## config.mk

```make
export PLATFORM = sky130hd
export DESIGN_NAME = cpc_pre
export DESIGN_NICKNAME = d
export VERILOG_FILES = /design/src/rtl/cpc_pkg.sv /design/src/rtl/cpc_pre.sv
export SDC_FILE = /design/constraint.sdc
export NUM_CORES = 1
export LEC_CHECK = 0
export ABC_AREA = 1
export ABC_CLOCK_PERIOD_IN_PS = 900
export BUFFER_PORTS_ARGS = -buffer_cell sky130_fd_sc_hd__buf_2
export CORE_ASPECT_RATIO = 1.5
export CORE_MARGIN = 3
export CORE_UTILIZATION = 45
export CTS_CLUSTER_SIZE = 10
export DETAILED_ROUTE_END_ITERATION = 6
export PLACE_DENSITY = 0.85
export SLEW_MARGIN = 15
export SYNTH_ARGS = -nofsm -noshare
export SYNTH_HDL_FRONTEND = slang
export SYNTH_SLANG_ARGS = --single-unit
```

## constraint.sdc

```tcl
create_clock -name clk -period 0.9 [get_ports clk]
set_clock_uncertainty 0.05 [all_clocks]
set_input_delay 0 -clock clk [delete_from_list [all_inputs] [get_ports clk]]
set_output_delay 0 -clock clk [all_outputs]
set_load 0.03 [all_outputs]
```

## src/rtl/cpc_pkg.sv

```systemverilog
// Shared types, constants and the arctangent table of the coordinate converter.
package cpc_pkg;

	// Default guard bits and CORDIC stage count.
	localparam int DATA_WIDTH_DEF = 16;
	localparam int ITERATIONS_DEF = 16;

	// Fixed widths of the coordinate fields.
	localparam int COORD_W  = 16;
	localparam int RADIUS_W = 15;

	// Angle accumulator: 32 bits with pi equal to 2^31, plus a sign bit for rotation.
	localparam int Z_W = 33;
	localparam logic signed [Z_W-1:0] PI_Z = 33'sh080000000;

	// CORDIC gain compensation, K * 2^32.
	localparam logic [31:0] GAIN_Q32 = 32'd2608131496;

	typedef enum logic {
		OP_TO_POLAR = 1'b0,
		OP_TO_CART  = 1'b1
	} op_t;

	// Control that travels with every pipeline stage.
	typedef struct packed {
		logic vld;
		op_t  op;
		logic origin;
	} ctl_t;

	// One result transaction, radius in the lowest bits.
	typedef struct packed {
		logic        [15:0] y_out;
		logic        [15:0] x_out;
		logic        [15:0] angle_out;
		logic        [15:0] radius_out;
	} res_t;

	// atan(2^-i) with pi equal to 2^31.
	function automatic logic [31:0] atan_entry(input logic [4:0] idx);
		logic [31:0] v;
		case (idx)
			5'd0:  v = 32'h20000000;
			5'd1:  v = 32'h12E4051E;
			5'd2:  v = 32'h09FB385B;
			5'd3:  v = 32'h051111D4;
			5'd4:  v = 32'h028B0D43;
			5'd5:  v = 32'h0145D7E1;
			5'd6:  v = 32'h00A2F61E;
			5'd7:  v = 32'h00517C55;
			5'd8:  v = 32'h0028BE53;
			5'd9:  v = 32'h00145F2F;
			5'd10: v = 32'h000A2F98;
			5'd11: v = 32'h000517CC;
			5'd12: v = 32'h00028BE6;
			5'd13: v = 32'h000145F3;
			5'd14: v = 32'h0000A2FA;
			5'd15: v = 32'h0000517D;
			5'd16: v = 32'h000028BE;
			5'd17: v = 32'h0000145F;
			5'd18: v = 32'h00000A30;
			5'd19: v = 32'h00000518;
			5'd20: v = 32'h0000028C;
			5'd21: v = 32'h00000146;
			5'd22: v = 32'h000000A3;
			5'd23: v = 32'h00000051;
			5'd24: v = 32'h00000029;
			5'd25: v = 32'h00000014;
			5'd26: v = 32'h0000000A;
			5'd27: v = 32'h00000005;
			5'd28: v = 32'h00000003;
			5'd29: v = 32'h00000001;
			5'd30: v = 32'h00000001;
			default: v = 32'h00000000;
		endcase
		return v;
	endfunction

endpackage

```

## src/rtl/cpc_pre.sv

```systemverilog
// Input stage: scales the operands and folds them into the CORDIC convergence range.
module cpc_pre #(
	parameter int DATA_WIDTH = cpc_pkg::DATA_WIDTH_DEF
) (
	input  logic                                   clk,
	input  logic                                   arst_n,
	input  logic                                   en,
	input  logic                                   vld,
	input  cpc_pkg::op_t                           opcode,
	input  logic signed [cpc_pkg::COORD_W-1:0]     x_in,
	input  logic signed [cpc_pkg::COORD_W-1:0]     y_in,
	input  logic        [cpc_pkg::RADIUS_W-1:0]    radius_in,
	input  logic signed [cpc_pkg::COORD_W-1:0]     angle_in,
	output cpc_pkg::ctl_t                          ctl,
	output logic signed [cpc_pkg::COORD_W+DATA_WIDTH+2:0] x,
	output logic signed [cpc_pkg::COORD_W+DATA_WIDTH+2:0] y,
	output logic signed [cpc_pkg::Z_W-1:0]         z
);
	import cpc_pkg::*;

	localparam int XW = COORD_W + DATA_WIDTH + 3;

	logic signed [XW-1:0]  xe, ye, re;
	logic signed [Z_W-1:0] za;
	logic                  reduce;
	ctl_t                  ctl_d;
	logic signed [XW-1:0]  x_d, y_d;
	logic signed [Z_W-1:0] z_d;

	always_comb begin
		xe     = XW'(x_in) <<< DATA_WIDTH;
		ye     = XW'(y_in) <<< DATA_WIDTH;
		re     = $signed({{(XW-RADIUS_W){1'b0}}, radius_in}) <<< DATA_WIDTH;
		za     = $signed({angle_in[COORD_W-1], angle_in, 16'h0000});
		reduce = (angle_in >= 16'sd16384) || (angle_in < -16'sd16384);

		ctl_d.vld    = vld;
		ctl_d.op     = opcode;
		ctl_d.origin = (opcode == OP_TO_POLAR) && (x_in == '0) && (y_in == '0);

		if (opcode == OP_TO_POLAR) begin
			// A vector in the left half plane is turned by pi first.
			if (x_in < 0) begin
				x_d = -xe;
				y_d = -ye;
				z_d = PI_Z;
			end else begin
				x_d = xe;
				y_d = ye;
				z_d = '0;
			end
		end else begin
			// Targets beyond a quarter turn: negate the radius, move the angle by pi.
			y_d = '0;
			if (reduce) begin
				x_d = -re;
				z_d = (za >= 0) ? za - PI_Z : za + PI_Z;
			end else begin
				x_d = re;
				z_d = za;
			end
		end
	end

	always_ff @(posedge clk or negedge arst_n) begin
		if (!arst_n) begin
			ctl <= '0;
		end else if (en) begin
			ctl <= ctl_d;
		end
	end

	always_ff @(posedge clk) begin
		if (en) begin
			x <= x_d;
			y <= y_d;
			z <= z_d;
		end
	end

endmodule

```

======== Yosys cells after proc, flatten, opt, wreduce, memory -nomap -nowiden ========
Cells that the tools add are included.
word-level totals
  bits in registers ....................... 106
  latch bits .............................. 0
  memory bits (writable) .................. 0
  bits in read-only memories .............. 0
  input port bits ......................... 68
  output and inout bits ................... 106
  word-level logic and storage cells ...... 32
  memories kept ........................... 0
operators by class
  add/subtract/negate cells ............... 5
  $mul .................................... 0
  div/mod/pow operators ................... 0
  $lt $le $gt $ge ......................... 4
  eq/ne operators ......................... 0
  shifts and indexed selects .............. 0
  muxes and demuxes ....................... 8
  bitwise operators ....................... 2
  reduce and logical (&&, ||, !) cells .... 6
operators by type and width
  kind                                                          number
  two-way mux 35 bit                                            4
  two-way mux 33 bit                                            3
  negator 32 -> 35 bit                                          2
  negator 31 -> 35 bit                                          1
  adder 32 x 33 -> 33 bit, second input constant                1
  subtractor 32 x 33 -> 33 bit, second input constant           1
  >= comparator 32 x 1 -> 1 bit, second input constant          1
  zero test 16 bit                                              2
  two-way mux 32 bit                                            1
  >= comparator 16 bit, second input constant                   1
  less-than comparator 16 x 1 -> 1 bit, second input constant   1
  less-than comparator 16 x 15 -> 1 bit, second input constant  1
  logical AND 1 bit                                             2
  inverter 1 bit                                                2
  OR reduction 2 bit                                            1
  logical OR 1 bit                                              1

======== Logic depth before layout (Yosys ltp) ========
  depth after elaboration ................. 4
  mapped depth ............................ 11
  mapped depth without buffers ............ 10

======== Least setup slack after synthesis ========
No wires, ideal clock.
  kind .................................... input port to flip-flop
  start ................................... input port angle_in[15] (netlist name)
  end ..................................... register x[30] (netlist name), data pin
  setup time .............................. 0.253 ns
  arrival time ............................ 0.946 ns
  required time ........................... 0.597 ns
  setup slack ............................. -0.349 ns
  stages on the path ...................... 11
  path buffers ............................ 2
  cells stage by stage .................... inv_1 > ha_1 > buf_6 > inv_6 > buf_6 > nand2_4 > nand2_2 > nor2_2 > nand2_1 > nand3_1 > nand2_1
between the ends
  cells in the longest elaborated chain, start to end .. 4
  elaborated cells on any way between the ends .. 5
  those cells by class .................... 2 x order compare; 2 x mux; 1 x reduce/logical
RTL lines
  item                                                                                  RTL line       source
  start, declared                                                                       cpc_pre.sv:13  input logic signed [cpc_pkg::COORD_W-1:0] angle_in,
  >= comparator 16 bit / less-than comparator 16 x 15 -> 1 bit (equally long branches)  cpc_pre.sv:35  reduce = (angle_in >= 16'sd16384) || (angle_in < -16'sd16384);
  logical OR 1 bit (*)                                                                  cpc_pre.sv:35
  two-way mux 35 bit (*)                                                                cpc_pre.sv:55  if (reduce) begin
  two-way mux 35 bit (*)                                                                cpc_pre.sv:41  if (opcode == OP_TO_POLAR) begin
  net x_d[30]                                                                           cpc_pre.sv:27  logic signed [XW-1:0] x_d, y_d;
  end signal, assigned                                                                  cpc_pre.sv:75  x <= x_d;
  end, declared                                                                         cpc_pre.sv:15  output logic signed [cpc_pkg::COORD_W+DATA_WIDTH+2:0] x,
The timed path passes the listed nets; every way through them passes the cells marked *.
A chain may end at the register's enable or synchronous reset.

======== Worst setup path in the final report ========
  start ................................... input port angle_in[15] (netlist name)
  end ..................................... register x[25] (netlist name), data pin
The elaborated chain is that of the path after synthesis.

==> results_dict.tcl <==
set metrics [dict create \
    status "finished, violations left" \
    violations "hold timing, setup timing" \
    worst_hold_path.endpoint "z[30]$_SDFFCE_PN0P_" \
    synthDominantCellAreaShare 0.412 \
    hold_path.class "in2reg" \
    final_core_utilization 0.741 \
    synth-main-ff-cell "sky130_fd_sc_hd__edfxtp_1" \
    hold_depth 4 \
    clk_root_buffer_cell "sky130_fd_sc_hd__clkbuf_16" \
    postSynthAreaPerCell_um2 7.90 \
    fp.dieArea_um2 10100 \
    cts_tree "yes" \
    globalplace.congestion 0.862 \
    muxShareOfSynthArea 0 \
    core_area_um2 8570 \
    first_global_vias 4198 \
    design.final.nets 800 \
    worst_hold_startpoint "angle_in[14]" \
    clk-insertion-delay-late_ps 330 \
    rsz_0062_raised_after_global_routing "true" \
    syn-cell-area_um2 4010 \
    leak_nw 3.07 \
    ctsLongestPathBuffers 2 \
    synth_top_family_by_area "simple AND/OR/NAND/NOR gates" \
    max_clock_freq_mhz 969 \
    num_antenna_cells 0 \
    post_synth_and_or_nand_nor_area_fraction 0.286 \
    number_of_buffer_cells_added_on_primary_ports 125 \
    critical_path.endpoint_type "flop" \
    crit_required_ps 930 \
    crit_fanout 6 \
    finalWorstPathRequiredPeriod_ps 1030 \
    power.ir.vdd_worst_mv 1.24 \
    critPathTopFamily "adder cells" \
    share_of_the_synthesized_area_in_compound_gates_ao_oa_aoi_oai 0.0855 \
    worst-setup-path-type "in2reg" \
    drt-vias-per-instance 5.25 \
    synthDistinctLibCells 32 \
    final-hold-violation-count 1 \
    timing.critical_path.cells "buf_12 -> inv_12 -> ha_4 -> inv_8 -> buf_6 -> o21ai_4 -> nand4_1 -> nand3_1 -> nand2_1" \
    routed_wire_length_per_instance_um 16.2 \
    r2r_cells 3 \
    synth-seq-cells 58 \
    synth.yosys.warnings 0 \
    share_of_the_yosys_chip_area_belonging_to_registers 0.431 \
    stdcell_area_um2 6350 \
    overflow 0 \
    via_count_of_the_routed_design 4390 \
    dr.pass1.iters 7 \
    flow.area_growth_from_synthesis_pct 58.4 \
    slowest_stage "sky130_fd_sc_hd__ha_4" \
    grt_start_max_net_pins 39 \
    power_per_cell_area_nw_per_um2 1460 \
    violation_count_after_the_first_detailed_route_iteration 437 \
    reg2reg_setup_slack_ps 50 \
    start_util 0.468 \
    die_x_um 83.1 \
    pre_cts_ws_ps -467 \
    grt_antenna_before_repair 0 \
    critical_path.startpoint_type "primary input" \
    hold_slack_ps -18.1 \
    timing.rr.end "ctl[1]$_DFFE_PN0P_" \
    synth_adder_area_share 0.0156 \
    synth_xor_area_frac 0 \
    timing.max_cap.violations 0 \
    cts_htree_levels 3 \
    period_share 1.15 \
    critPathBufInv 4 \
    finalWirelength_um 13500 \
    crit_arrival_ps 1060 \
    fp-row-count 41 \
    path_clk_slew_ps 50 \
    grt_usage 0.247 \
    cts_made_buffers 9 \
    launch_instance_of_the_worst_register_to_register_path "ctl[1]$_DFFE_PN0P_" \
    yosys.cell_count.top_type "sky130_fd_sc_hd__nand2_1" \
    drive_gt1_frac 0.414 \
    finalSetupViolations 48 \
    synth_edf_count 55 \
    ios 174 \
    yosys.area.top_type "sky130_fd_sc_hd__edfxtp_1" \
    post-route-drc-count 0 \
    p_total_mw 9.28 \
    synth-async-reset-ratio 0.0517 \
    synth.top_cells.by_count "sky130_fd_sc_hd__nand2_1, sky130_fd_sc_hd__inv_1, sky130_fd_sc_hd__edfxtp_1, sky130_fd_sc_hd__nor2_1, sky130_fd_sc_hd__buf_4" \
    hpwlAfterDp_um 8500 \
    antenna_violating_nets_post_route 0 \
    synth_area_leaders "sky130_fd_sc_hd__edfxtp_1, sky130_fd_sc_hd__nand2_1, sky130_fd_sc_hd__buf_4" \
    final_critical_path_setup_slack_ps -132 \
    cell_area_after_placement_um2 5160 \
    tritoncts_num_sinks 58 \
    worst_path_largest_cell_delay_ps 340 \
    maxSlewViolCount 0 \
    overall_die_height_um 122 \
    postSynthCellCount 507 \
    grt_pass1_wl_um 19700 \
]
==> tightest hold or removal path, cell delays in order <==
cell	delay, ps
sky130_fd_sc_hd__buf_6	80
sky130_fd_sc_hd__buf_4	100
sky130_fd_sc_hd__nand2_1	40
sky130_fd_sc_hd__inv_1	40
==> how the worst max path moves through the flow <==
stage                     slack [ps]            start  cells past startpoint         endpoint
final                           -130     angle_in[15]                      9  x[25]$_DFFE_PP_
after global routing            -170     angle_in[15]                      9  x[25]$_DFFE_PP_
after CTS                        -60  x[25]$_DFFE_PP_                      1            x[25]
after detailed placement        -470     angle_in[15]                      9  x[22]$_DFFE_PP_
after global placement          -410     angle_in[15]                     10  x[30]$_DFFE_PP_
after floorplan                 -270     angle_in[15]                     11  x[30]$_DFFE_PP_
==> cells in the final DEF, fill, tap and decap left out, drive strengths merged <==
master	netlist	final
edfxtp	55	55
clkbuf	0	11
or2	1	1
conb	1	48
nand2	120	120
inv	69	70
o211ai	1	1
nand3b	2	2
clkinv	0	2
nand4	3	3
dlygate4sd3	0	21
dfrtp	3	3
a21oi	22	22
o21ai	35	35
nand3	53	53
nor3	7	7
buf	62	202
nor2	66	66
o22ai	2	2
ha	5	5
==> registers in the layout, indices dropped and copies added (netlist names) <==
register,flops
y,19
x,19
z,17
ctl,3
==> through the flow <==
step	cells	hold slack, ps	setup TNS [ps]
6_report	836	-18.1	-1040
5_1_grt	836	3.07	-2850
4_1_cts	827	0.996	-1010
3_5_place_dp	788	-251	-11130
3_3_place_gp	788	-256	-9900
2_1_floorplan	554	-346	-2640
==> routing by layer <==
metal / part of all wire / global-route usage / routed length, µm / vias up
li1: - / - / - / 1986
met1: 0.32 / 0.247 / 4340 / 1993
met2: 0.54 / 0.468 / 7260 / 328
met3: 0.084 / 0.0392 / 1130 / 83
met4: 0.060 / 0.157 / 807 / 0
met5: 0 / 0 / 0 / -
==> cell type report <==
cell class                      count  area (µm²)
Timing Repair Buffer              223        1900
Timing Repair inverter              1        11.3
Clock inverter                      2        7.51
Fill cell                         564        2220
Sequential cell                    58        1730
Multi-Input combinational cell    365        2020
Inverter                           69         312
Clock buffer                       11         233
Tap cell                          107         134
==> logic make-up (layout without fill, tap and decap cells) <==
kind of cell	count (synthesis)	count (layout)
compound gates	60	60
fa+ha+maj	5	5
buf+inv	131	306
flops	58	58
other cells	1	48
simple gates	252	252
==> report_power, final <==
part	leakage, nW	switching (mW)	internal [mW]	total, mW
sequential	0.570	0.123	3.26	3.38
combinational	2.39	1.85	1.21	3.06
clock	0.116	1.05	1.79	2.84
total	3.07	3.02	6.25	9.28
==> timing repair <==
action	CTS	global route
buffers inserted	4	9
hold endpoints to repair	21	0
cloned	1	0
hold buffers	21	0
resized for setup	130	59
endpoints found under the setup margin	71	82
pin swaps	6	31
Power figures use the tool's default switching activity.
