File: config.mk
export PLATFORM = sky130hd
export DESIGN_NAME = cpc_post
export DESIGN_NICKNAME = d
export VERILOG_FILES = /design/src/rtl/cpc_pkg.sv /design/src/rtl/cpc_post.sv
export SDC_FILE = /design/constraint.sdc
export NUM_CORES = 2
export LEC_CHECK = 0
export ABC_AREA = 1
export BUFFER_PORTS_ARGS = -buffer_cell sky130_fd_sc_hd__clkbuf_2
export CORE_MARGIN = 8
export CORE_UTILIZATION = 44
export CTS_CLUSTER_DIAMETER = 200
export CTS_CLUSTER_SIZE = 14
export DETAILED_ROUTE_END_ITERATION = 6
export GPL_TIMING_DRIVEN = 0
export PLACE_DENSITY_LB_ADDON = 0.2
export SETUP_SLACK_MARGIN = 0.5
export SYNTH_ARGS = -nofsm -noshare
export SYNTH_HDL_FRONTEND = slang
export SYNTH_SLANG_ARGS = --single-unit
File: constraint.sdc
create_clock -name clk -period 8.2 [get_ports clk]
set_input_delay 1.64 -clock clk [delete_from_list [all_inputs] [get_ports clk]]
set_output_delay 1.64 -clock clk [all_outputs]
set_load 0.05 [all_outputs]
File: src/rtl/cpc_pkg.sv
// Shared types, constants and the arctangent table of the coordinate converter.
package cpc_pkg;

	// Default guard bits and CORDIC stage count.
	localparam int DATA_WIDTH_DEF = 16;
	localparam int ITERATIONS_DEF = 16;

	// Fixed widths of the coordinate fields.
	localparam int COORD_W  = 16;
	localparam int RADIUS_W = 15;

	// Angle accumulator: 32 bits with pi equal to 2^31, plus a sign bit for rotation.
	localparam int Z_W = 33;
	localparam logic signed [Z_W-1:0] PI_Z = 33'sh080000000;

	// CORDIC gain compensation, K * 2^32.
	localparam logic [31:0] GAIN_Q32 = 32'd2608131496;

	typedef enum logic {
		OP_TO_POLAR = 1'b0,
		OP_TO_CART  = 1'b1
	} op_t;

	// Control that travels with every pipeline stage.
	typedef struct packed {
		logic vld;
		op_t  op;
		logic origin;
	} ctl_t;

	// One result transaction, radius in the lowest bits.
	typedef struct packed {
		logic        [15:0] y_out;
		logic        [15:0] x_out;
		logic        [15:0] angle_out;
		logic        [15:0] radius_out;
	} res_t;

	// atan(2^-i) with pi equal to 2^31.
	function automatic logic [31:0] atan_entry(input logic [4:0] idx);
		logic [31:0] v;
		case (idx)
			5'd0:  v = 32'h20000000;
			5'd1:  v = 32'h12E4051E;
			5'd2:  v = 32'h09FB385B;
			5'd3:  v = 32'h051111D4;
			5'd4:  v = 32'h028B0D43;
			5'd5:  v = 32'h0145D7E1;
			5'd6:  v = 32'h00A2F61E;
			5'd7:  v = 32'h00517C55;
			5'd8:  v = 32'h0028BE53;
			5'd9:  v = 32'h00145F2F;
			5'd10: v = 32'h000A2F98;
			5'd11: v = 32'h000517CC;
			5'd12: v = 32'h00028BE6;
			5'd13: v = 32'h000145F3;
			5'd14: v = 32'h0000A2FA;
			5'd15: v = 32'h0000517D;
			5'd16: v = 32'h000028BE;
			5'd17: v = 32'h0000145F;
			5'd18: v = 32'h00000A30;
			5'd19: v = 32'h00000518;
			5'd20: v = 32'h0000028C;
			5'd21: v = 32'h00000146;
			5'd22: v = 32'h000000A3;
			5'd23: v = 32'h00000051;
			5'd24: v = 32'h00000029;
			5'd25: v = 32'h00000014;
			5'd26: v = 32'h0000000A;
			5'd27: v = 32'h00000005;
			5'd28: v = 32'h00000003;
			5'd29: v = 32'h00000001;
			5'd30: v = 32'h00000001;
			default: v = 32'h00000000;
		endcase
		return v;
	endfunction

endpackage

File: src/rtl/cpc_post.sv
// Gain compensation, rounding and saturation in four register stages.
module cpc_post #(
	parameter int DATA_WIDTH = cpc_pkg::DATA_WIDTH_DEF
) (
	input  logic                                          clk,
	input  logic                                          arst_n,
	input  logic                                          en,
	input  cpc_pkg::ctl_t                                 ctl_in,
	input  logic signed [cpc_pkg::COORD_W+DATA_WIDTH+2:0] x_in,
	input  logic signed [cpc_pkg::COORD_W+DATA_WIDTH+2:0] y_in,
	input  logic signed [cpc_pkg::Z_W-1:0]                z_in,
	output logic                                          vld,
	output cpc_pkg::res_t                                 res
);
	import cpc_pkg::*;

	localparam int XW = COORD_W + DATA_WIDTH + 3;
	// Quotient bits left after dropping 31 + DATA_WIDTH bits of the 96-bit product.
	localparam int QW = 65 - DATA_WIDTH;

	ctl_t        ctl_s1, ctl_s2, ctl_s3, ctl_s4;
	logic [31:0] z_s1, z_s2, z_s3;
	logic        neg_s1 [2];
	logic        neg_s2 [2];
	logic        neg_s3 [2];
	logic [XW-1:0] mag_s1 [2];
	logic [63:0] lo_s2 [2];
	logic [63:0] hi_s2 [2];
	logic [95:0] prod_s3 [2];
	res_t        res_s4;

	logic signed [XW-1:0] val [2];
	logic [63:0]          mag_ext [2];
	logic [QW-1:0]        quo [2];
	logic [QW-1:0]        rnd [2];
	logic [15:0]          sat [2];
	logic [15:0]          radius_d;
	logic [31:0]          z_rnd;
	res_t                 res_d;

	assign val[0] = x_in;
	assign val[1] = y_in;

	always_comb begin
		for (int c = 0; c < 2; c++) begin
			mag_ext[c] = 64'(mag_s1[c]);
			quo[c]     = prod_s3[c][95:31+DATA_WIDTH];
			rnd[c]     = (quo[c] + QW'(1)) >> 1;
			// Signed saturation to the 16-bit range.
			if (neg_s3[c]) begin
				sat[c] = (rnd[c] > QW'(32768)) ? 16'h8000 : 16'(~rnd[c][15:0] + 16'd1);
			end else begin
				sat[c] = (rnd[c] > QW'(32767)) ? 16'h7FFF : rnd[c][15:0];
			end
		end

		if (neg_s3[0]) begin
			radius_d = '0;
		end else begin
			radius_d = (rnd[0] > QW'(65535)) ? 16'hFFFF : rnd[0][15:0];
		end
		z_rnd = z_s3 + 32'h00008000;

		res_d = '0;
		if (ctl_s3.op == OP_TO_POLAR) begin
			if (!ctl_s3.origin) begin
				res_d.radius_out = radius_d;
				res_d.angle_out  = z_rnd[31:16];
			end
		end else begin
			res_d.x_out = sat[0];
			res_d.y_out = sat[1];
		end
	end

	always_ff @(posedge clk or negedge arst_n) begin
		if (!arst_n) begin
			ctl_s1 <= '0;
			ctl_s2 <= '0;
			ctl_s3 <= '0;
			ctl_s4 <= '0;
		end else if (en) begin
			ctl_s1 <= ctl_in;
			ctl_s2 <= ctl_s1;
			ctl_s3 <= ctl_s2;
			ctl_s4 <= ctl_s3;
		end
	end

	always_ff @(posedge clk) begin
		if (en) begin
			z_s1 <= z_in[31:0];
			z_s2 <= z_s1;
			z_s3 <= z_s2;
			for (int c = 0; c < 2; c++) begin
				// Stage 1: magnitude and sign.
				neg_s1[c] <= val[c] < 0;
				mag_s1[c] <= (val[c] < 0) ? XW'(-val[c]) : XW'(val[c]);
				// Stage 2: two 32 by 32 partial products.
				neg_s2[c] <= neg_s1[c];
				lo_s2[c]  <= mag_ext[c][31:0] * GAIN_Q32;
				hi_s2[c]  <= mag_ext[c][63:32] * GAIN_Q32;
				// Stage 3: full product.
				neg_s3[c]  <= neg_s2[c];
				prod_s3[c] <= {hi_s2[c], 32'h0} + {32'h0, lo_s2[c]};
			end
			// Stage 4: rounding, saturation and field selection.
			res_s4 <= res_d;
		end
	end

	assign vld = ctl_s4.vld;
	assign res = res_s4;

endmodule

Yosys cells after proc, flatten, opt, wreduce, memory -nomap -nowiden --
Memory sizes are Yosys's and may differ from the RTL's. Cells that the tools add are included.
Storage, ports and cells: flip-flop bits (word level) 170, latch bits 0, RAM bits 454, ROM bits 0, output and inout port bits 65, memories kept 7
Operators by class: add/sub/neg operators 9, $mul 4, div/mod/pow operators 0, order comparisons 7, eq/ne operators 0, shift operators 0, multiplexer cells 11, bitwise logic cells 2, reduce and logical (&&, ||, !) cells 2
Memories:
- prod_s3 | depth 2, bits a word 96, rd ports 2, clocked after Yosys merged registers in 0, write ports 2, line cpc_post.sv:29 | logic [95:0] prod_s3 [2];
- lo_s2 | depth 2, bits a word 61, rd ports 2, clocked after Yosys merged registers in 0, write ports 2, line cpc_post.sv:27 | logic [63:0] lo_s2 [2];
- mag_s1 | depth 2, bits a word 35, rd ports 2, clocked after Yosys merged registers in 0, write ports 2, line cpc_post.sv:26 | logic [XW-1:0] mag_s1 [2];
- hi_s2 | depth 2, bits a word 32, rd ports 2, clocked after Yosys merged registers in 0, write ports 2, line cpc_post.sv:28 | logic [63:0] hi_s2 [2];
- neg_s1 | depth 2, bits a word 1, rd ports 2, clocked after Yosys merged registers in 0, write ports 2, line cpc_post.sv:23 | logic neg_s1 [2];
- neg_s2 | depth 2, bits a word 1, rd ports 2, clocked after Yosys merged registers in 0, write ports 2, line cpc_post.sv:24 | logic neg_s2 [2];
- 1 more memories
Operator list (number):
- $add 96x64->96 | 2
- $gt 48x16->1 const B | 3
- $mul 32x29->61 const B | 2
- $mux 16 | 7
- $add 49x1->49 const B | 2
- $gt 48x15->1 const B | 2
- $lt 35x1->1 const B | 2
- $mux 35 | 2
- $neg 35->35 | 2
- $mul 3x29->32 const B | 2
- $add 16x1->16 const B | 2
- $add 32x16->32 const B | 1
- $not 16->16 | 2
- $reduce_or 3->1 | 1
- $mux 1 | 2
- $reduce_or 2->1 | 1

Logic depth before layout (Yosys ltp) --
An unclocked memory read counts as a cell.
depth in word-level cells 6, depth in mapped cells 29

Least setup slack after synthesis --
OpenSTA, ideal clock, no wires.
kind register to register, from mem mag_s1[0][49] (netlist name), to mem lo_s2[0][115] (netlist name) (data pin), setup time 0.259 ns, data arrival time 6.236 ns, path slack 1.705 ns, cell stages (with the launch flop) 23, path buffers 0, cell sequence edfxtp_1 > inv_1 > fa_1 > fa_1 > inv_1 > fa_1 > inv_1 > fa_1 > inv_1 > fa_1 > fa_1 > fa_1 > inv_1 > fa_1 > inv_1 > ha_1 > a21o_1 > a21oi_1 > o21ai_0 > or2_2 > a21oi_1 > nand2_1 > xor2_1
RTL lines (line):
- start: declaration | cpc_post.sv:26
- end: declaration | cpc_post.sv:27

==> results by group <==
Run status
  • Outcome: complete, no violations

Worst setup path
  • Crit path max fanout: 6
  • CP Data Arrival Time: slightly below 8 ns
  • Startpoint types: flip-flop
  • Critical path class: flip-flop to flip-flop
  • Flop2flop setup slack: 0.75 ns
  • Critical Path Sink Type: flip-flop
  • Worst EP required: 8.59 ns

Final layout
  • Fillers: 12,963
  • FF+latch area: 0.0109 sq mm
  • P&R area growth vs syn: 7.72%
  • Ratio of cells with drive above 1 in the final layout: under 10%
  • Multi-input gate area: 0.0409 sq mm
  • # diodes: 0
  • Final nets: around 8,600

Yosys
  • Synth top area share: 31.1%
  • Syn Nets: roughly 8,400
  • Ys Warns: 0
  • Simple-gate share of the synthesized area: 11.8%
  • Register area share after synthesis: 18.4%
  • Main combinational cell family by area after synthesis: adder cells
  • Synth Area in Compound Gates: under 10%
  • Post-synth EDFFs: 354
  • Async SR Flop Fraction: under 10%
  • Ys flop type: edfxtp_1
  • Synth area leader: fa_1
  • Most common cell in the synthesized netlist: inv_1
  • Adder-Cell Fraction of Synth Area: 48.0%
  • Post-Synth XOR/XNOR Area: 2.95%
  • Seq cells post-synth: 364
  • Synth unique cells: 55
  • Multiplexer area fraction after synthesis: 0.0191%
  • Top cells by count, synth: inv_1 (1,899), fa_1 (918), ha_1 (798)
  • Synth area leaders: fa_1 (31%), edfxtp_1 (18%), ha_1 (17%)
  • Avg Inst Size Synth: 9.06 sq um
  • Post-Syn Instances: 6,525
  • Post-synthesis instance area: ~0.06 sq mm

STA
  • Hold WS: 0.417 ns
  • Final hold vios: 0
  • Relative slew slack: 32.6%
  • Fmax: 0.134 GHz
  • RSZ-0062 raised after global routing: yes
  • Final period utilization: 90.8%
  • Slew Limit Fails: 0
  • Final setup vio count: 0
  • Fin crit period: 7.45 ns
  • Worst-margin pin slew: about 1 ns
  • Clock skew: approximately 0.028 ns

Clocking
  • TritonCTS Buffers: 31
  • CTS sink cnt: 364
  • Clk Latency, worst-skew pair: 0.66 ns
  • Root Buffer: clkbuf_16
  • # hold bufs at CTS: 0
  • H-tree depth: 1
  • Clock buffer depth: 3
  • CTS tree: built
  • Clk pin slew, worst setup/hold paths: 0.07 ns

Place
  • Port bufs: 157
  • Routability congestion estimate: 0.953
  • Final HPWL DP: 139 mm

Floorplan
  • Die footprint: 0.146 sq mm
  • Die Y: 383 um
  • # IOs: 174
  • Starting Density: 44.3%
  • Die Span X: 383 um
  • Core area: 0.133 sq mm
  • Cell Rows: 134

Flow run
  • Max-cap violations: 0

GRT
  • Pin count of the biggest net entering global routing: 115
  • Global route total overflow: 0
  • Initial antenna violation count: 1
  • Via count of the first global-routing pass: roughly 45,000
  • Gr usage total: 21.7%
  • First-pass GRT wire length: 253 mm

Route
  • Drt first-iter violations: 2,765
  • Drt wl/cell: about 19 um
  • DR DRC count: 0
  • Post-DRT Antenna Nets: 0
  • Vias: 42,733
  • Drt first pass iters: 6
  • Final wirelength: between 150 and 200 mm
  • Drt via density: about 5.0

Worst hold path
  • Worst Hold Class: flip-flop to flip-flop
placed cells by master, fill, tap and decap left out, drive strengths merged, types with 46 or more instances in the layout:
| cell | n |
|---|---|
| a21oi | 291 |
| a31oi | 46 |
| buf | 83 |
| clkbuf | 222 |
| edfxtp | 354 |
| fa | 918 |
| ha | 798 |
| inv | 1901 |
| nand2 | 813 |
| nand3 | 181 |
| nand4 | 64 |
| nor2 | 465 |
| nor3 | 46 |
| o21ai | 226 |
| xnor2 | 48 |
| xor2 | 151 |
worst max-delay path, cell delays in order, from the launching register on:
cell and delay [ns]:
edfxtp_1 0.68, clkinvlp_4 0.16, buf_4 0.19, fa_1 0.48, fa_1 0.52, inv_1 0.08
fa_1 0.54, fa_1 0.45, fa_1 0.54, fa_1 0.52, fa_1 0.63, inv_1 0.08
fa_1 0.51, inv_1 0.04, ha_1 0.33, nand2_1 0.12, nor2_1 0.18, inv_1 0.09
nor2_1 0.13, inv_1 0.09, nor2_1 0.17, nand4_1 0.14, nand3_1 0.19, nand2_1 0.09
inv_1 0.07, nor2_1 0.04, nand2_1 0.06, nand2_1 0.05
layer usage:
| layer | vias up | GRT usage (%) | routed length [um] |
|---|---|---|---|
| li1 | 20685 | - | - |
| met3 | 146 | 3.50 | 9580 |
| met2 | 1096 | 35.0 | 71800 |
| met1 | 20804 | 31.3 | 74300 |
| met4 | 2 | 3.90 | 3090 |
| met5 | - | 0 | 18 |
final cells by class:
type | count | share of cell area, %
Inverter | 1903 | 11.2
Clock buffer | 46 | 1.31
Timing Repair Buffer | 224 | 2.27
Sequential cell | 364 | 17.1
Buffer | 35 | 0.275
Tap cell | 1768 | 3.47
Multi-Input combinational cell | 4223 | 64.3
Clock inverter | 4 | 0.0845
cell families (layout without fill, tap and decap cells):
| group | after synthesis | count (layout) |
|---|---|---|
| DFF | 364 | 364 |
| xor gates and xnor gates | 199 | 199 |
| muxes | 1 | 1 |
| AOI/OAI and AO/OA | 688 | 688 |
| adders and majority gates | 1716 | 1716 |
| buffers and inverters | 1938 | 2212 |
| and+or+nand+nor | 1619 | 1619 |
registers in the layout, summed over array words and instances, names as in the netlist:
name and count:
vld 1, z_s2 17, z_s1 17, neg_s2 2, neg_s3 2, mag_s1 70
ctl_s2 3, lo_s2 58, ctl_s3 3, hi_s2 63, neg_s1 2, res 64
prod_s3 42, z_s3 17, ctl_s1 3
per-stage QoR:
stage | instance area, sq um | setup slack, ns | TNS [ns] | util, % | instances
global placement | 62100 | -1.02 | -169.60 | 46.5 | 8450
global route | 63700 | 0.475 | 0 | 47.7 | 8567
CTS | 63100 | 0.500 | 0 | 47.3 | 8504
floorplan | 59100 | 1.71 | 0 | - | 6525
finish | 63700 | 0.753 | 0 | 47.7 | 8567
detailed placement | 62200 | 0.519 | 0 | 46.6 | 8453
final timing paths:
kind / start / endpoint / cells past startpoint
setup / recovery: mag_s1[0][44] / lo_s2[0][119] / 27
hold / removal: z_s2[26] / z_s3[26] / 0
setup reg to reg: mag_s1[0][44] / lo_s2[0][119] / 27
hold reg to reg: z_s2[26] / z_s3[26] / 0
max in group asynchronous: arst_n / ctl_s1[1] / 1
min in group asynchronous: arst_n / ctl_s3[1] / 1
timing repair:
item / 4_1_cts / 5_1_grt
gates cloned: 0 / 0
gates resized for setup: 0 / 5
endpoints found under the setup margin: 6 / 56
buffers inserted: 1 / 63
Power is left out: the tool's default activity adds up to more than one toggle a clock period on the data nets, which glitch-free logic cannot reach.
