===== config.mk =====
export PLATFORM = sky130hd
export DESIGN_NAME = cpc_iter
export DESIGN_NICKNAME = d
export VERILOG_FILES = /design/src/rtl/cpc_pkg.sv /design/src/rtl/cpc_iter.sv
export SDC_FILE = /design/constraint.sdc
export NUM_CORES = 1
export LEC_CHECK = 0
export ABC_AREA = 1
export ABC_CLOCK_PERIOD_IN_PS = 800
export BUFFER_PORTS_ARGS = -buffer_cell sky130_fd_sc_hd__buf_4
export CAP_MARGIN = 30
export CORE_ASPECT_RATIO = 1.4
export CORE_MARGIN = 2
export CORE_UTILIZATION = 25
export DETAILED_ROUTE_END_ITERATION = 16
export GPL_TIMING_DRIVEN = 1
export SLEW_MARGIN = 10
export SYNTH_ARGS = -nofsm -noshare
export SYNTH_HDL_FRONTEND = slang
export SYNTH_SLANG_ARGS = --single-unit

===== constraint.sdc =====
create_clock -name clk -period 0.8 [get_ports clk]
set_clock_uncertainty 0.15 [all_clocks]
set_input_delay 0.04 -clock clk [delete_from_list [all_inputs] [get_ports clk]]
set_output_delay 0.04 -clock clk [all_outputs]
set_load 0.005 [all_outputs]

===== src/rtl/cpc_pkg.sv =====
// Shared types, constants and the arctangent table of the coordinate converter.
package cpc_pkg;

	// Default guard bits and CORDIC stage count.
	localparam int DATA_WIDTH_DEF = 16;
	localparam int ITERATIONS_DEF = 16;

	// Fixed widths of the coordinate fields.
	localparam int COORD_W  = 16;
	localparam int RADIUS_W = 15;

	// Angle accumulator: 32 bits with pi equal to 2^31, plus a sign bit for rotation.
	localparam int Z_W = 33;
	localparam logic signed [Z_W-1:0] PI_Z = 33'sh080000000;

	// CORDIC gain compensation, K * 2^32.
	localparam logic [31:0] GAIN_Q32 = 32'd2608131496;

	typedef enum logic {
		OP_TO_POLAR = 1'b0,
		OP_TO_CART  = 1'b1
	} op_t;

	// Control that travels with every pipeline stage.
	typedef struct packed {
		logic vld;
		op_t  op;
		logic origin;
	} ctl_t;

	// One result transaction, radius in the lowest bits.
	typedef struct packed {
		logic        [15:0] y_out;
		logic        [15:0] x_out;
		logic        [15:0] angle_out;
		logic        [15:0] radius_out;
	} res_t;

	// atan(2^-i) with pi equal to 2^31.
	function automatic logic [31:0] atan_entry(input logic [4:0] idx);
		logic [31:0] v;
		case (idx)
			5'd0:  v = 32'h20000000;
			5'd1:  v = 32'h12E4051E;
			5'd2:  v = 32'h09FB385B;
			5'd3:  v = 32'h051111D4;
			5'd4:  v = 32'h028B0D43;
			5'd5:  v = 32'h0145D7E1;
			5'd6:  v = 32'h00A2F61E;
			5'd7:  v = 32'h00517C55;
			5'd8:  v = 32'h0028BE53;
			5'd9:  v = 32'h00145F2F;
			5'd10: v = 32'h000A2F98;
			5'd11: v = 32'h000517CC;
			5'd12: v = 32'h00028BE6;
			5'd13: v = 32'h000145F3;
			5'd14: v = 32'h0000A2FA;
			5'd15: v = 32'h0000517D;
			5'd16: v = 32'h000028BE;
			5'd17: v = 32'h0000145F;
			5'd18: v = 32'h00000A30;
			5'd19: v = 32'h00000518;
			5'd20: v = 32'h0000028C;
			5'd21: v = 32'h00000146;
			5'd22: v = 32'h000000A3;
			5'd23: v = 32'h00000051;
			5'd24: v = 32'h00000029;
			5'd25: v = 32'h00000014;
			5'd26: v = 32'h0000000A;
			5'd27: v = 32'h00000005;
			5'd28: v = 32'h00000003;
			5'd29: v = 32'h00000001;
			5'd30: v = 32'h00000001;
			default: v = 32'h00000000;
		endcase
		return v;
	endfunction

endpackage


===== src/rtl/cpc_iter.sv =====
// One registered CORDIC micro-rotation with a fixed shift.
module cpc_iter #(
	parameter int DATA_WIDTH = cpc_pkg::DATA_WIDTH_DEF,
	parameter int SHIFT      = 0
) (
	input  logic                                          clk,
	input  logic                                          arst_n,
	input  logic                                          en,
	input  cpc_pkg::ctl_t                                 ctl_in,
	input  logic signed [cpc_pkg::COORD_W+DATA_WIDTH+2:0] x_in,
	input  logic signed [cpc_pkg::COORD_W+DATA_WIDTH+2:0] y_in,
	input  logic signed [cpc_pkg::Z_W-1:0]                z_in,
	output cpc_pkg::ctl_t                                 ctl_out,
	output logic signed [cpc_pkg::COORD_W+DATA_WIDTH+2:0] x_out,
	output logic signed [cpc_pkg::COORD_W+DATA_WIDTH+2:0] y_out,
	output logic signed [cpc_pkg::Z_W-1:0]                z_out
);
	import cpc_pkg::*;

	localparam int XW = COORD_W + DATA_WIDTH + 3;
	localparam logic signed [Z_W-1:0] ATAN = $signed({1'b0, atan_entry(5'(SHIFT))});

	logic signed [XW-1:0] xs, ys;
	logic                 turn_neg;

	// Shifts are arithmetic, so they round toward minus infinity.
	assign xs = x_in >>> SHIFT;
	assign ys = y_in >>> SHIFT;

	// Vectoring drives y to zero, rotation drives z to zero.
	assign turn_neg = (ctl_in.op == OP_TO_POLAR) ? (y_in < 0) : (z_in >= 0);

	always_ff @(posedge clk or negedge arst_n) begin
		if (!arst_n) begin
			ctl_out <= '0;
		end else if (en) begin
			ctl_out <= ctl_in;
		end
	end

	always_ff @(posedge clk) begin
		if (en) begin
			if (turn_neg) begin
				x_out <= x_in - ys;
				y_out <= y_in + xs;
				z_out <= z_in - ATAN;
			end else begin
				x_out <= x_in + ys;
				y_out <= y_in - xs;
				z_out <= z_in + ATAN;
			end
		end
	end

endmodule


**After elaboration in Yosys (flattened, before gate mapping)**

Cells that the tools add are included.

- Bits in read-only memories: 0
- Word-level logic and storage cells: 17
- Memory bits (writable): 0
- Flip-flop bits (word level): 106
- Memories: 0
- Output and inout port bits: 106
- Latch bits: 0

- $lt $le $gt $ge: 2
- Add/sub/neg operators: 5
- Divide/modulo/power cells: 0
- Mux-type cells: 4
- Multiply operators: 0
- Reductions and logical operators: 0
- Equality and inequality tests: 0
- Bitwise logic cells: 0
- Shift-type cells: 0

Operator list:

| cell | number |
|---|---|
| 35-bit two-way mux | 2 |
| 35-bit subtractor | 2 |
| 35-bit adder | 1 |
| 35-bit by 1-bit less-than comparator with 1-bit output (second input constant) | 1 |
| 33-bit by 31-bit adder with 33-bit output (second input constant) | 1 |
| 33-bit by 1-bit >= comparator with 1-bit output (second input constant) | 1 |
| 33-bit two-way mux | 1 |
| 33-bit by 31-bit subtractor with 33-bit output (second input constant) | 1 |
| 1-bit two-way mux | 1 |

**Depth between registers and ports, before layout**

Gate-level depths: netlist of the first run.

- Depth in word-level cells: 3
- Gate-level depth with buffers: 18

**Least setup slack after synthesis of the first run**

Ideal clock, no wire load.

- Path kind: input to register
- Start point: input x_in[0] in the netlist's numbering
- End point: register x_out[32] in the netlist's numbering, data pin
- Setup time: 0.253 ns
- Stages: 13
- Setup slack: -1.138 ns
- Data arrival time: 1.535 ns
- Cells stage by stage: inv_1 -> ha_1 -> fa_1 -> o21ai_1 -> nand2_1 -> nand2_1 -> nand2_1 -> nand2_1 -> nand2_1 -> nand2_1 -> nand2_1 -> nand3_1 -> nand2_1

- Word-level cells in the longest chain between the ends: 2
- Elaborated cells between the ends (all ways): 3

RTL lines:

| what | RTL line | RTL |
|---|---|---|
| from (decl) | cpc_iter.sv:10 | `input logic signed [cpc_pkg::COORD_W+DATA_WIDTH+2:0] x_in,` |
| 35-bit adder or 35-bit subtractor (tied branches) | cpc_iter.sv:48, cpc_iter.sv:44 |  |
| 35-bit two-way mux * | cpc_iter.sv:43 | `if (turn_neg) begin` |
| to (signal assigned) | cpc_iter.sv:44 | `x_out <= x_in - ys;` |
| to (signal assigned) | cpc_iter.sv:48 | `x_out <= x_in + ys;` |
| to (decl) | cpc_iter.sv:14 | `output logic signed [cpc_pkg::COORD_W+DATA_WIDTH+2:0] x_out,` |

Every way passes the cells marked *; elsewhere a longest branch is shown, timed or not.
A chain may end at the register's enable or synchronous reset.

**Worst setup path after layout of the first run**

- Start point: input y_in[0] in the netlist's numbering
- End point: register x_out[32] in the netlist's numbering, data pin

- Word-level cells in the longest chain between the ends: 3
- Elaborated cells between the ends (all ways): 5

RTL lines:

| what | RTL line | RTL |
|---|---|---|
| from (decl) | cpc_iter.sv:11 | `input logic signed [cpc_pkg::COORD_W+DATA_WIDTH+2:0] y_in,` |
| 35-bit by 1-bit less-than comparator with 1-bit output | cpc_iter.sv:31 | `assign turn_neg = (ctl_in.op == OP_TO_POLAR) ? (y_in < 0) : (z_in >= 0);` |
| 1-bit two-way mux | cpc_iter.sv:31 |  |
| 35-bit two-way mux * | cpc_iter.sv:43 |  |

Marks and branches as above.

==> impl_metrics.py, run 1 <==
metrics = {
    "detailed_routing": {
        "avgViaCountPerCell": 4.83,
        "starting_drc_count_in_detailed_routing": 681,
        "route.met2.wl_um": 27000,
        "dr.pass1.iters": 5,
        "detail_route.wl_per_cell_um": 18.5,
        "postRouteAntennaNets": 0,
        "top_layer_used": "met4",
        "drc": 0,
        "detail_route.wirelength.met1_um": 18800,
        "drt-total-wl_um": 51600,
        "routed-via-count": 13500,
        "met3RoutedLength_um": 1700,
    },
    "floorplan": {
        "die_w_um": 181,
        "die-height_um": 252,
        "initial_utilization_pct": 25.1,
        "die_area_um2": 45800,
        "fp.coreArea_um2": 43800,
        "fp-row-count": 91,
        "boundaryPins": 215,
    },
    "global_route": {
        "grt_use_total_pct": 21.3,
        "vias_in_the_first_global_route": 13600,
        "wire_length_of_the_first_global_routing_pass_um": 74100,
        "grt_max_degree": 35,
        "grt_overflow_total": 0,
        "grt_antenna_before_repair": 0,
    },
    "synth": {
        "postSynth.asyncResetShare_pct": 2.86,
        "post_synth.cell_area_avg_um2": 6.91,
        "share_of_synthesized_area_occupied_by_flip_flops_and_latches_pct": 28.5,
        "synthesis.nets": 1813,
        "synthCells": 1596,
        "yosys-top-cells-area": "sky130_fd_sc_hd__edfxtp_1, sky130_fd_sc_hd__nand2_1, sky130_fd_sc_hd__ha_1, sky130_fd_sc_hd__inv_1, sky130_fd_sc_hd__nand3_1",
        "synth.top_cell.area_share_pct": 27.8,
        "synth.ff_latch_count": 105,
        "synth.yosys.warnings": 0,
        "mappedNetlistArea_um2": 11000,
        "netlist-cell-type-count": 50,
        "synth_top_cell_by_area": "sky130_fd_sc_hd__edfxtp_1",
        "synth-edff-count": 102,
        "synth_flop_cell": "sky130_fd_sc_hd__edfxtp_1",
    },
    "run": {
        "max_cap_viol_count": 0,
    },
    "cts": {
        "tritoncts": "yes",
        "cts-hold-fix-buffers": 32,
        "cts-buffers-inserted": 9,
        "worstSkewPairLatency_ns": 0.39,
        "cts.sinks": 105,
        "htree_levels": 3,
        "cts_root_buf": "sky130_fd_sc_hd__clkbuf_16",
        "path_clk_slew_ns": 0.08,
        "max-clock-path-buffers": 2,
    },
    "sta": {
        "timing.final.setup_violations": 180,
        "finalWorstPathRequiredPeriod_ns": 1.76,
        "tightest_slew_ns": 0.401,
        "worst_slew_margin_rel_pct": 73.0,
        "rsz_0062_raised_after_global_routing": "true",
        "layout_setup_ws_ns": -0.959,
        "report.final.hold_viol_count": 16,
        "max_freq_ghz": 0.569,
        "min_period_over_period_pct": 220,
        "timing_max_transition_violations_final": 0,
        "timing.hold.ws_ns": -0.269,
    },
    "worst_setup_path": {
        "critPathBufInv": 1,
        "critical_path_required_ns": 0.80,
        "timing_worst_setup_path_type": "in -> reg",
        "crit_end_element": "flip-flop",
        "startpoint_type": "input pin",
        "cp_slowest_cell": "sky130_fd_sc_hd__fa_2",
        "worst_path_most_repeated_cell": "sky130_fd_sc_hd__nand2_2",
        "worst-path-max-fanout": 4,
        "crit_chain": "buf_12 -> ha_4 -> fa_2 -> o21ai_4 -> nand2_2 -> nand2_2 -> nand2_2 -> nand2_4 -> nand2_2 -> nand2_1 -> nand2_1 -> nand3_2 -> nand2_1",
        "crit_family": "simple AND/OR/NAND/NOR gates",
        "worst_path_largest_cell_delay_ns": 0.45,
        "worst_ep_arrival_time_ns": 1.76,
    },
    "placement": {
        "gp_congestion": 0.982,
        "dp_cells": 2666,
        "dpl.hpwl_um": 40500,
        "port-buffer-count": 214,
    },
    "run_status": {
        "violated_checks": "negative hold slack, negative setup slack",
        "run_status": "finished with violations",
    },
    "final_layout": {
        "finalNetCount": 2447,
        "drive_above_1_share_pct": 58.1,
        "ff_latch_area_um2": 3140,
        "syn2layout_area_growth_pct": 89.1,
        "multiInputGateArea_um2": 9850,
        "final_cells": 2793,
        "antenna_cells_inserted": 0,
        "final_core_util_pct": 47.5,
        "n_fill_cell": 4107,
    },
    "power_and_ir_drop": {
        "power-per-cell-area_nw_per_um2": 1330,
        "max_ir_drop_vdd_v": 0.00108,
        "leakage_power_nw": 9.68,
    },
    "worst_hold_path": {
        "worstHoldPathType": "in -> reg",
    },
}
==> power breakdown <==
group	switching, W	internal [W]
logic	0.00820	0.00726
clock network	0.00273	0.00227
registers	0.000275	0.00697
total	0.0112	0.0165
==> Yosys cell counts (4+ instances only) <==
cell type,count
sky130_fd_sc_hd__a21oi_1,124
sky130_fd_sc_hd__nor2_4,6
sky130_fd_sc_hd__a21o_1,5
sky130_fd_sc_hd__nand4_1,10
sky130_fd_sc_hd__nand2_1,428
sky130_fd_sc_hd__o21ai_0,91
sky130_fd_sc_hd__inv_1,226
sky130_fd_sc_hd__o21bai_1,19
sky130_fd_sc_hd__buf_6,10
sky130_fd_sc_hd__nand2_2,15
sky130_fd_sc_hd__nor2_2,17
sky130_fd_sc_hd__o21ai_1,11
sky130_fd_sc_hd__buf_2,9
sky130_fd_sc_hd__nor3_2,5
sky130_fd_sc_hd__ha_1,104
sky130_fd_sc_hd__a21oi_2,6
sky130_fd_sc_hd__edfxtp_1,102
sky130_fd_sc_hd__nor2_1,138
sky130_fd_sc_hd__a31oi_1,4
sky130_fd_sc_hd__clkbuf_1,4
sky130_fd_sc_hd__xor2_1,31
sky130_fd_sc_hd__nor3_1,11
sky130_fd_sc_hd__nand3_1,143
sky130_fd_sc_hd__inv_2,11
sky130_fd_sc_hd__nand3_2,4
sky130_fd_sc_hd__fa_1,4
sky130_fd_sc_hd__and2_1,6
sky130_fd_sc_hd__buf_4,17
==> flip-flops by register name, indices dropped and copies added, names as in the netlist <==
register / flops
x_out: 35
y_out: 34
z_out: 33
ctl_out: 3
==> routing by layer <==
| metal | vias up | global-route usage [%] |
|---|---|---|
| li1 | 6451 | - |
| met1 | 6419 | 22.3 |
| met2 | 439 | 39.9 |
| met3 | 190 | 2.20 |
| met4 | 0 | 14.4 |
| met5 | - | 0 |
==> logic make-up after synthesis <==
group | count (synthesis) | synth area share [%]
AND/OR/NAND/NOR | 795 | 31.4
buffers and inverters | 278 | 10.9
AO/OA/AOI/OAI | 273 | 13.6
adder cells (fa/ha/maj) | 108 | 12.5
flip-flops | 105 | 28.5
XOR/XNOR | 32 | 2.54
multiplexers | 5 | 0.488
==> area by class of cell <==
cell class                      instances  share of cell area [%]
Clock inverter                          7                   0.420
Inverter                              237                    4.92
Sequential cell                       105                    15.1
Timing Repair Buffer                  664                    27.9
Multi-Input combinational cell       1213                    47.3
Clock buffer                            9                    1.08
Tap cell                              558                    3.35
==> metrics by stage <==
stage / setup slack [ns] / hold slack (ns) / setup TNS (ns) / total power (W) / area, µm²
final: -0.959 / -0.269 / -88.58 / 0.0277 / 20800
after global routing: -1.03 / -0.283 / -95.03 / 0.0290 / 20800
after CTS: -0.907 / -0.284 / -87.10 / 0.0260 / 19200
after detailed placement: -1.52 / -0.318 / -104.36 / 0.0190 / 16600
after global placement: -1.54 / -0.319 / -103.51 / 0.0189 / 16600
after floorplan: -0.961 / -0.406 / -57.51 / 0.0130 / 12000
==> placed cells by master (no fill, tap or decap), drive strengths merged, types with 5 or more instances in the layout <==
master,instances
buf,632
clkbuf,9
o21bai,19
o21ai,104
xor2,31
nand2,446
dlygate4sd3,32
a21o,5
ha,104
nor2,161
nand3,147
a21oi,130
nand4,10
and2,6
inv,239
edfxtp,102
nor3,16
==> timing repair <==
item | in CTS | in global routing
resized for setup | 387 | 383
pin swaps | 146 | 182
hold endpoints to repair | 49 | 15
buffers inserted | 54 | 50
endpoints found under the setup margin | 180 | 180
cloned | 0 | 0
==> final timing paths <==
path	slack, ns	from	cells past startpoint	to
max in group asynchronous	0.04	arst_n	3	ctl_out[2]
min in group asynchronous	0.36	arst_n	3	ctl_out[0]
hold / removal	-0.27	ctl_in[2]	2	ctl_out[2]
setup reg to reg	-0.12	ctl_out[1]	1	ctl_out[1]
setup / recovery	-0.96	y_in[0]	13	x_out[32]
hold reg to reg	0.39	ctl_out[0]	1	ctl_out[0]
(Power assumes the default switching activity.)
==> run 2, diff against run 1 <==
Settings changed: CORE_UTILIZATION 25 to 40.
==> run 2 against run 1 <==
Compared with the run above:
- the run still ends with negative hold slack, negative setup slack left
- hold slack better by 0.0020 ns
- fmax is 2.6% lower
- first-iteration DRC count is 9.7% higher
- core utilization is 30 points higher
- register-to-register slack hardly changed
- clock power hardly changed
- sequential power hardly changed
- critical path depth is 1 higher
- sequential cell count stayed put
- highest routed layer unchanged
==> impl_metrics.py, run 2 (synthesis gave the netlist of run 1 again) <==
metrics = {
    "run_status": {
        "run_status": "finished with violations",
        "violated_checks": "negative hold slack, negative setup slack",
    },
    "sta": {
        "tightest_slew_ns": 0.450,
        "timing_max_transition_violations_final": 0,
        "timing.final.setup_violations": 180,
        "timing.hold.ws_ns": -0.267,
        "fin_setup_tns_ns": -88.25,
        "report.final.hold_viol_count": 8,
        "max_freq_ghz": 0.554,
        "worst_slew_margin_rel_pct": 69.7,
        "layout_setup_ws_ns": -1.00,
        "min_period_over_period_pct": 226,
        "finalWorstPathRequiredPeriod_ns": 1.80,
        "rsz_0062_raised_after_global_routing": "true",
    },
    "worst_setup_path": {
        "critical_path.reg2reg.startpoint": "ctl_out[0]",
        "timing_worst_setup_path_type": "in -> reg",
        "worst_path_most_repeated_cell": "sky130_fd_sc_hd__nand2_1",
        "regToRegSetupSlack_ns": -0.13,
        "critPathBufInv": 3,
        "cp_slowest_cell": "sky130_fd_sc_hd__fa_2",
        "reg2reg_depth": 1,
        "worst-path-max-fanout": 3,
        "worst_path_largest_cell_delay_ns": 0.37,
        "crit_family": "simple AND/OR/NAND/NOR gates",
        "end_of_the_worst_register_to_register_path": "ctl_out[0]",
        "critical_path_required_ns": 0.80,
        "startpoint_type": "input pin",
        "worst_ep_arrival_time_ns": 1.80,
        "crit_end_element": "flip-flop",
        "crit_chain": "buf_12 -> ha_4 -> inv_2 -> fa_2 -> inv_2 -> nand4_1 -> nand3_2 -> nand4_1 -> nand2_2 -> nand2_2 -> nand2_1 -> nand2_1 -> nand3_1 -> nand2_1",
    },
    "power_and_ir_drop": {
        "max_ir_drop_vdd_v": 0.00121,
        "leakage_power_nw": 9.86,
        "power-per-cell-area_nw_per_um2": 1330,
    },
    "global_route": {
        "grt_antenna_before_repair": 0,
        "vias_in_the_first_global_route": 13700,
        "wire_length_of_the_first_global_routing_pass_um": 72900,
        "grt_use_total_pct": 33.1,
        "grt_max_degree": 50,
        "grt_overflow_total": 0,
    },
    "floorplan": {
        "initial_utilization_pct": 40.8,
        "die_area_um2": 28900,
        "boundaryPins": 215,
        "fp-row-count": 71,
        "die-height_um": 200,
        "fp.coreArea_um2": 27000,
        "die_w_um": 144,
    },
    "cts": {
        "htree_levels": 3,
        "cts.sinks": 105,
        "path_clk_slew_ns": 0.09,
        "cts_root_buf": "sky130_fd_sc_hd__clkbuf_16",
        "tritoncts": "yes",
        "worstSkewPairLatency_ns": 0.39,
        "cts-hold-fix-buffers": 32,
        "cts-buffers-inserted": 9,
        "max-clock-path-buffers": 2,
    },
    "worst_hold_path": {
        "worst_hold_path.num_cells": 2,
        "min-delay-start": "ctl_in[2]",
        "terminating_pin_of_the_worst_hold_path": "ctl_out[2]",
        "worstHoldPathType": "in -> reg",
    },
    "final_layout": {
        "final_core_util_pct": 77.8,
        "largest_reg_flops": 35,
        "finalNetCount": 2474,
        "antenna_cells_inserted": 0,
        "biggestRegsByFlops": "x_out (35), y_out (34), z_out (33)",
        "most_common_cell_after_layout_fill_and_taps_aside": "sky130_fd_sc_hd__buf_4",
        "final_cell_mix": "sky130_fd_sc_hd__buf_4, sky130_fd_sc_hd__nand2_1, sky130_fd_sc_hd__inv_1",
        "registers.top_by_ff_count": "x_out",
        "syn2layout_area_growth_pct": 90.6,
        "drive_above_1_share_pct": 58.8,
    },
    "detailed_routing": {
        "drc": 0,
        "starting_drc_count_in_detailed_routing": 747,
        "route.met2.wl_um": 26700,
        "detail_route.wirelength.met1_um": 17900,
        "avgViaCountPerCell": 5.21,
        "met3RoutedLength_um": 2020,
        "drt-total-wl_um": 50000,
        "dr.pass1.iters": 5,
        "detail_route.wl_per_cell_um": 19.0,
        "top_layer_used": "met4",
        "routed-via-count": 13700,
        "postRouteAntennaNets": 0,
    },
    "placement": {
        "dpl.hpwl_um": 37600,
        "gp_congestion": 0.954,
        "dp_slack_ns": -1.55,
        "port-buffer-count": 214,
    },
    "run": {
        "max_cap_viol_count": 0,
    },
}
run 2: metal layers:
layer	vias to the layer above	GRT usage (%)
met1	6515	36.0
li1	6514	-
met2	506	61.8
met4	0	17.9
met3	156	2.77
met5	-	0
run 2: stage by stage:
step           area (µm²)  power [W]  cells
2_1_floorplan       12000     0.0130   1596
3_3_place_gp        16200     0.0186   2464
3_5_place_dp        16200     0.0187   2464
4_1_cts             19500     0.0262   2588
5_1_grt             21000     0.0292   2627
6_report            21000     0.0280   2627
run 2: worst max path at each step:
stage             from   endpoint  cells after the start
3_5_place_dp   y_in[0]  x_out[30]                     14
5_1_grt        y_in[0]  y_out[30]                     14
2_1_floorplan  x_in[0]  x_out[32]                     15
6_report       y_in[0]  x_out[30]                     14
3_3_place_gp   y_in[0]  y_out[30]                     14
4_1_cts        y_in[0]  x_out[30]                     14
run 2: timing repair:
item / CTS / global route
gates resized for setup: 525 / 305
setup endpoints to repair: 180 / 181
setup buffers: 82 / 47
pin swaps: 212 / 185
hold endpoints to repair: 39 / 8
run 2: where the power goes:
part           switching (W)  internal (W)
clock                0.00269       0.00230
combinational        0.00820       0.00750
sequential          0.000293       0.00698
total                 0.0112        0.0168
run 2: cell type report:
cell class                 count  area, µm²
multi-input combinational   1213       9870
tap                          365        457
sequential                   105       3140
clock buffer                   9        225
timing repair buffer         691       6160
clock inverter                 7        101
inverter                     237       1050
fill                        1904       6000
